### config.mk
export PLATFORM = sky130hd
export DESIGN_NAME = svpwm_cfg_regs
export DESIGN_NICKNAME = d
export VERILOG_FILES = /design/src/hdl/svpwm_pkg.sv /design/src/hdl/svpwm_cfg_regs.sv
export SDC_FILE = /design/constraint.sdc
export NUM_CORES = 1
export LEC_CHECK = 0
export ABC_AREA = 1
export BUFFER_PORTS_ARGS = -buffer_cell sky130_fd_sc_hd__buf_2
export CORE_UTILIZATION = 54
export DETAILED_ROUTE_END_ITERATION = 12
export GPL_TIMING_DRIVEN = 0
export PLACE_DENSITY = 0.95
export SETUP_SLACK_MARGIN = 0.4
export SLEW_MARGIN = 10
export SYNTH_ARGS = -nofsm -noshare
export SYNTH_HDL_FRONTEND = slang
export SYNTH_SLANG_ARGS = --single-unit
### constraint.sdc
create_clock -name clk_i -period 1.2 [get_ports clk_i]
set_input_delay 0.18 -clock clk_i [delete_from_list [all_inputs] [get_ports clk_i]]
set_output_delay 0.18 -clock clk_i [all_outputs]
set_load 0.05 [all_outputs]
### src/hdl/svpwm_pkg.sv
// shared types, constants and sector table for the space vector pwm block
package svpwm_pkg;

  localparam int FRAC_BITS = 24;

  localparam int AW    = 26;
  localparam int DCW   = 27;
  localparam int OFFW  = 26;
  localparam int HPW   = 16;
  localparam int DUTYW = FRAC_BITS + 1;
  localparam int CMPW  = 16;

  localparam int CFG_IDXW = 3;
  localparam int CFG_DW   = DCW;

  localparam int P1W  = AW + DCW + 1;
  localparam int SW   = P1W - FRAC_BITS;
  localparam int SQW  = 2 * AW;
  localparam int CW   = FRAC_BITS + 2;
  localparam int P2W  = CW + SW;
  localparam int TW   = P2W - FRAC_BITS + 1;
  localparam int T0W  = TW + 2;
  localparam int DW   = T0W;
  localparam int VW   = DW + 2;
  localparam int P3W  = DUTYW + HPW;

  localparam logic [DUTYW-1:0] ONE = DUTYW'(1) << FRAC_BITS;

  function automatic logic [63:0] isqrt(input logic [63:0] n);
    logic [63:0] rem;
    logic [63:0] r;
    logic [63:0] b;
    rem = n;
    r   = '0;
    b   = 64'd1 << 62;
    for (int i = 0; i < 32; i++) begin
      if (rem >= r + b) begin
        rem = rem - (r + b);
        r   = (r >> 1) + b;
      end else begin
        r = r >> 1;
      end
      b = b >> 2;
    end
    return r;
  endfunction

  localparam logic signed [CW-1:0] K_SQ32 = $signed(CW'(isqrt(64'd3 << (2*FRAC_BITS - 1))));
  localparam logic signed [CW-1:0] K_SQ2H = $signed(CW'(isqrt(64'd1 << (2*FRAC_BITS - 1))));
  localparam logic signed [CW-1:0] K_SQ2  = $signed(CW'(isqrt(64'd1 << (2*FRAC_BITS + 1))));
  localparam logic signed [CW-1:0] K_ZERO = '0;

  typedef enum logic [CFG_IDXW-1:0] {
    REG_DC_SCALE    = 3'd0,
    REG_OFFSET_A    = 3'd1,
    REG_OFFSET_B    = 3'd2,
    REG_OFFSET_C    = 3'd3,
    REG_HALF_PERIOD = 3'd4
  } cfg_idx_e;

  typedef enum logic [2:0] {
    SEC0 = 3'd0,
    SEC1 = 3'd1,
    SEC2 = 3'd2,
    SEC3 = 3'd3,
    SEC4 = 3'd4,
    SEC5 = 3'd5
  } sector_e;

  typedef enum logic [1:0] {
    PH_A = 2'd0,
    PH_B = 2'd1,
    PH_C = 2'd2
  } phase_e;

  typedef struct packed {
    logic [DCW-1:0]         dc_scale;
    logic signed [OFFW-1:0] offset_a;
    logic signed [OFFW-1:0] offset_b;
    logic signed [OFFW-1:0] offset_c;
    logic [HPW-1:0]         half_period;
  } cfg_t;

  typedef struct packed {
    phase_e first;
    phase_e second;
    phase_e third;
  } order_t;

  typedef struct packed {
    logic signed [CW-1:0] xa;
    logic signed [CW-1:0] ya;
    logic signed [CW-1:0] xb;
    logic signed [CW-1:0] yb;
    order_t               order;
  } row_t;

  function automatic row_t sector_row(input sector_e s);
    row_t r;
    unique case (s)
      SEC0: r = '{K_SQ32, -K_SQ2H, K_ZERO, K_SQ2, '{PH_A, PH_B, PH_C}};
      SEC1: r = '{-K_SQ32, K_SQ2H, K_SQ32, K_SQ2H, '{PH_B, PH_A, PH_C}};
      SEC2: r = '{K_ZERO, K_SQ2, -K_SQ32, -K_SQ2H, '{PH_B, PH_C, PH_A}};
      SEC3: r = '{K_ZERO, -K_SQ2, -K_SQ32, K_SQ2H, '{PH_C, PH_B, PH_A}};
      SEC4: r = '{-K_SQ32, -K_SQ2H, K_SQ32, -K_SQ2H, '{PH_C, PH_A, PH_B}};
      SEC5: r = '{K_SQ32, K_SQ2H, K_ZERO, -K_SQ2, '{PH_A, PH_C, PH_B}};
      default: r = '{K_SQ32, -K_SQ2H, K_ZERO, K_SQ2, '{PH_A, PH_B, PH_C}};
    endcase
    return r;
  endfunction

endpackage

### src/hdl/svpwm_cfg_regs.sv
// configuration register file for the space vector pwm block
module svpwm_cfg_regs (
  input  logic                               clk_i,
  input  logic                               rst_ni,
  input  logic                               cfg_valid_i,
  output logic                               cfg_ready_o,
  input  logic [svpwm_pkg::CFG_IDXW-1:0]     cfg_index_i,
  input  logic [svpwm_pkg::CFG_DW-1:0]       cfg_data_i,
  output svpwm_pkg::cfg_t                    cfg_o
);

  svpwm_pkg::cfg_t cfg_q;
  svpwm_pkg::cfg_t cfg_d;
  logic            wr_en;

  assign cfg_ready_o = 1'b1;
  assign wr_en       = cfg_valid_i & cfg_ready_o;

  always_comb begin
    cfg_d = cfg_q;
    if (wr_en) begin
      unique case (svpwm_pkg::cfg_idx_e'(cfg_index_i))
        svpwm_pkg::REG_DC_SCALE:    cfg_d.dc_scale = cfg_data_i[svpwm_pkg::DCW-1:0];
        svpwm_pkg::REG_OFFSET_A:    cfg_d.offset_a = $signed(cfg_data_i[svpwm_pkg::OFFW-1:0]);
        svpwm_pkg::REG_OFFSET_B:    cfg_d.offset_b = $signed(cfg_data_i[svpwm_pkg::OFFW-1:0]);
        svpwm_pkg::REG_OFFSET_C:    cfg_d.offset_c = $signed(cfg_data_i[svpwm_pkg::OFFW-1:0]);
        svpwm_pkg::REG_HALF_PERIOD: cfg_d.half_period = cfg_data_i[svpwm_pkg::HPW-1:0];
        default: cfg_d = cfg_q;
      endcase
    end
  end

  always_ff @(posedge clk_i or negedge rst_ni) begin
    if (!rst_ni) begin
      cfg_q.dc_scale    <= svpwm_pkg::DCW'(svpwm_pkg::ONE);
      cfg_q.offset_a    <= '0;
      cfg_q.offset_b    <= '0;
      cfg_q.offset_c    <= '0;
      cfg_q.half_period <= '0;
    end else begin
      cfg_q <= cfg_d;
    end
  end

  assign cfg_o = cfg_q;

endmodule

==> summary.md, run 1 <==
| Metric | Value |
|---|---|
| Status | `did not finish` |
| Fail Step | `global routing (5_1_grt)` |
| Err | `[ERROR DPL-0038] Utilization greater than 100%, impossible to legalize` |
| Initial Utilization | `55.70%` |
| Clock sink count | `121` |
| Root buffer cell | `clkbuf_8` |
| Synth area leader | `dfrtp_1` |
| Synth Instances | `534` |
| Max H-tree Level | `4` |
| PortBufs | `153` |
| Placement Setup Slack | `-0.08121 ns` |
| Largest net degree at the start of global routing | `75` |
| Syn Area/Cell | `9.096 sq um` |
| Ys Warns | `0` |
| GRT worst endpoint | `cfg_o[118]` |
| Final GP Congestion | `0.8224` |
| Synthesized flop and latch total | `121` |
| Mapped cell area | `4857 sq um` |
| Ports | `155` |
| Syn_nets | `567` |
| Synth top area share | `61.82%` |
| Cell count after placement | `796` |
| Die H | `96.84 um` |
| DP Wirelength | `9.639 mm` |
| Sequential area share after synthesis | `62.36%` |
| Die width | `96.84 um` |
| Synth cell types | `17` |
| WEP type | `top-level output` |
| Max Buffers Root-to-Sink | `2` |
| Placement Rows | `34` |
| CTS Buf Count | `17` |
| Synth top area cells | `dfrtp_1, nand2_1, nand3_1` |
[synthesized netlist by cell type]
cell type / n
buf_2: 15
nand2_4: 2
conb_1: 1
clkinv_1: 1
nand2_1: 270
clkbuf_1: 3
buf_8: 1
nor2_4: 4
buf_6: 8
nor2_2: 1
buf_4: 3
nand3_1: 95
dfrtp_1: 120
inv_2: 2
nand2_2: 4
dfstp_2: 1
inv_1: 3
[what timing repair did]
action                     CTS
hold endpoints to repair   153
hold buffers                27
setup endpoints to repair  121
gates resized for setup    244
buffers inserted            42
[kinds of logic after synthesis]
logic type	synth area share [%]
and+or+nand+nor	32.69
buffers and inverters	4.868
other	0.07721
DFF	62.36
[through the flow]
| step | utilization [%] | hold slack, ns | instance area [sq um] |
|---|---|---|---|
| after detailed placement | 67.72 | 0.1368 | 5906 |
| after CTS | 91.10 | -0.4050 | 7945 |
| after floorplan | - | -0.1156 | 4971 |
| after global placement | 67.33 | 0.4176 | 5872 |
==> run 2: changes to the inputs <==
--- a/config.mk
+++ b/config.mk
@@ -7,11 +7,10 @@
 export LEC_CHECK = 0
 export ABC_AREA = 1
 export BUFFER_PORTS_ARGS = -buffer_cell sky130_fd_sc_hd__buf_2
-export CORE_UTILIZATION = 54
+export CORE_UTILIZATION = 40
 export DETAILED_ROUTE_END_ITERATION = 12
 export GPL_TIMING_DRIVEN = 0
-export PLACE_DENSITY = 0.95
-export SETUP_SLACK_MARGIN = 0.4
+export PLACE_DENSITY_LB_ADDON = 0.15
 export SLEW_MARGIN = 10
 export SYNTH_ARGS = -nofsm -noshare
 export SYNTH_HDL_FRONTEND = slang
==> summary.md, run 2 <==
| Metric | Value |
|---|---|
| Hold violation total from the final report | `0` |
| WL met3 | `877 um` |
| Synth Instances | `534 (unchanged)` |
| Synth top area share | `61.82% (unchanged)` |
| Core area | `11610 sq um` |
| Leakage | `3.833 nW` |
| Worst r2r path cells | `2` |
| Post-synth ARST share | `100.0% (unchanged)` |
| Pwr Density | `2334 nW/um^2` |
| Die width | `112.2 um (+16%)` |
| Cell with the most instances after synthesis | `nand2_1` |
| CTS tree | `done` |
| WL met1 | `6.316 mm` |
| Top routing layer used | `met4` |
| Largest register FFs | `121` |
| Clock sink count | `121 (unchanged)` |
| CP Launch Point | `cfg_o[118]` |
| Min Tclk post-route | `1.270 ns` |
| Period Utilization, post-route | `105.9%` |
| Final Skew | `0 ns` |
| Post-synth EDFFs | `0 (unchanged)` |
| Antenna violations before repair | `0` |
| DP Wirelength | `9.647 mm (about the same)` |
| Via count | `4240` |
| Mapped cell area | `4857 sq um (unchanged)` |
| Met2 Wirelength | `6.492 mm` |
| Main synth FF type | `dfrtp_1` |
| Max Slew Vio Count | `0` |
| Buf/Inv on CP | `1` |
| Max H-tree Level | `4 (unchanged)` |
| Critical Path RT | `1.02 ns` |
| Placement Rows | `39 (+15%)` |
| Ant diodes | `0` |
| Worst path slowest cell | `dfstp_2` |
| Hold depth | `3` |
| Max-cap viol count | `0` |
| Final Setup Violations | `1` |
| Min-delay src | `cfg_data_i[25]` |
| Layout Utilization | `59.25%` |
| Reg2Reg Setup Slack | `0.49 ns` |
| Most frequent cells in the layout | `nand2_1, dfrtp_1, buf_4, nand3_1, buf_2` |
| PnR worst setup slack | `-0.07025 ns` |
| Initial Utilization | `41.82% (-14 points)` |
| Synth cell types | `17 (unchanged)` |
| Root buffer cell | `clkbuf_16` |
| Max incr delay on CP | `0.54 ns` |
| Synth area leader | `dfrtp_1` |
| Syn_nets | `567 (unchanged)` |
| Routed len/inst | `16.07 um` |
| FF-to-FF End | `cfg_o[118]` |
| Max Buffers Root-to-Sink | `2 (unchanged)` |
| RSZ-0062 raised after global routing | `yes` |
| Area grow syn2layout | `41.68%` |
| CP Cell Sequence | `buf_8` |
| RR Startpoint | `cfg_o[118]` |
| Grt total ovfl | `0` |
| Worst hold endpoint | `cfg_o[41]` |
| Initial DRC Count | `212` |
| Synthesized flop and latch total | `121 (unchanged)` |
| Final ANT Viol Nets | `0` |
| Switch share | `37.82%` |
| CTS Buf Count | `17 (unchanged)` |
| Syn Area/Cell | `9.096 sq um (unchanged)` |
| Nets@finish | `742` |
| Worst hold path class | `primary input to flop` |
| Status | `finished, violations left` |
| Ports | `155 (unchanged)` |
| Sequential area share after synthesis | `62.36% (unchanged)` |
| Top post-synthesis cells by count | `nand2_1, dfrtp_1, nand3_1` |
| Die H | `112.2 um (+16%)` |
| PortBufs | `153 (unchanged)` |
| Critical path class | `flop to primary output` |
| Clk_lat worst skew | `0.41 ns` |
| Share of layout cells above drive strength 1 | `31.16%` |
| Internal power | `9.986 mW` |
| Seq pwr share | `33.2%` |
| Most common cell after layout, fill and taps aside | `nand2_1` |
| Failing checks | `design-rule violations, negative setup slack` |
| Critical Path AT | `1.09 ns` |
| Startpoint types | `flop` |
| Final GP Congestion | `0.7914 (-3.8%)` |
| Clock share of power | `33.6%` |
| Clock transition at path regs | `0.06 ns` |
| Vias in the first global route | `4000` |
| Drt drc | `8` |
| Die area | `12590 sq um` |
| Kind of cell with the highest combined delay on the critical path | `flip-flops` |
| Hold_ws | `0.04416 ns` |
| Crit Path Max Fanout | `2` |
| First-pass GRT wire length | `21.57 mm` |
| Net Sw Power | `6.074 mW` |
| Crit end category | `primary output` |
| Synth top area cells | `dfrtp_1, nand2_1, nand3_1` |
| DR vias/cell | `4.902` |
| Final WL | `13.90 mm` |
| Ys Warns | `0 (unchanged)` |
| First-pass iteration count of the detailed router | `8` |
| Comb power frac | `33.2%` |
| Max Fclk | `0.7872 GHz` |
| Tot GR Track Use | `22.97%` |
| Largest net degree at the start of global routing | `80` |
| VDD IR max | `1084 uV` |
## run 2: cell counts after synthesis
Identical to the previous run, type by type.
## run 2: worst max path at each step
| stage | end | slack [ns] | cells past startpoint |
|---|---|---|---|
| after floorplan | cfg_o[100] | 0.24 | 7 |
| after global placement | cfg_o[3] | -1.53 | 1 |
| after detailed placement | cfg_o[96] | -0.1 | 5 |
| after CTS | cfg_o[118] | -0.09 | 1 |
| after global routing | cfg_o[118] | -0.10 | 1 |
| final | cfg_o[118] | -0.07 | 1 |
## run 2: cells by family (layout without fill, tap and decap cells)
family	count (synthesis)	count (layout)	synth area share [%]
AND/OR/NAND/NOR	376	376	32.69
flip-flops	121	121	62.36
buffers and inverters	36	224	4.868
other	1	1	0.07721
## run 2: power by group through the flow
stage,combinational [mW],clock (mW),sequential [mW]
2_1_floorplan,0.753,0,8.03
5_1_grt,5.58,5.64,5.42
4_1_cts,5.24,5.46,5.30
6_report,5.32,5.40,5.34
3_5_place_dp,4.80,0,5.31
3_3_place_gp,4.75,0,5.29
## run 2: routing by layer
layer,up-vias,global-route usage [%]
li1,2045,-
met1,2053,30.59
met2,126,35.65
met3,16,6.533
met4,0,9.067
met5,-,0
## run 2: what timing repair did
item | 4_1_cts | 5_1_grt
setup buffers | 0 | 0
hold endpoints to repair | 42 | 0
resized for setup | 112 | 37
hold buffers | 2 | 0
endpoints found under the setup margin | 110 | 33
## run 2: cell type report
| cell class | instances | area (sq um) |
|---|---|---|
| repair buffers | 156 | 1209 |
| fillers | 1078 | 4732 |
| clock inverters | 6 | 107.6 |
| clock buffers | 26 | 529.3 |
| flip-flops and latches | 121 | 3029 |
| plain buffers | 30 | 214.0 |
| multi-input cells | 377 | 1592 |
| inverters | 6 | 22.52 |
| well taps | 143 | 178.9 |
## run 2: metrics by stage
step	setup WS (ns)	std cells	setup TNS, ns	power (mW)	cell area [sq um]
after floorplan	0.2420	534	0	8.783	4857
after global placement	-1.532	830	-187.18	10.04	5802
after detailed placement	-0.09807	831	-4.666	10.12	5836
after CTS	-0.08851	865	-0.08851	16.00	6775
after global routing	-0.1038	865	-0.1038	16.64	6882
final	-0.07025	865	-0.07025	16.06	6882
Note: power is estimated with default switching activity, not from simulation.
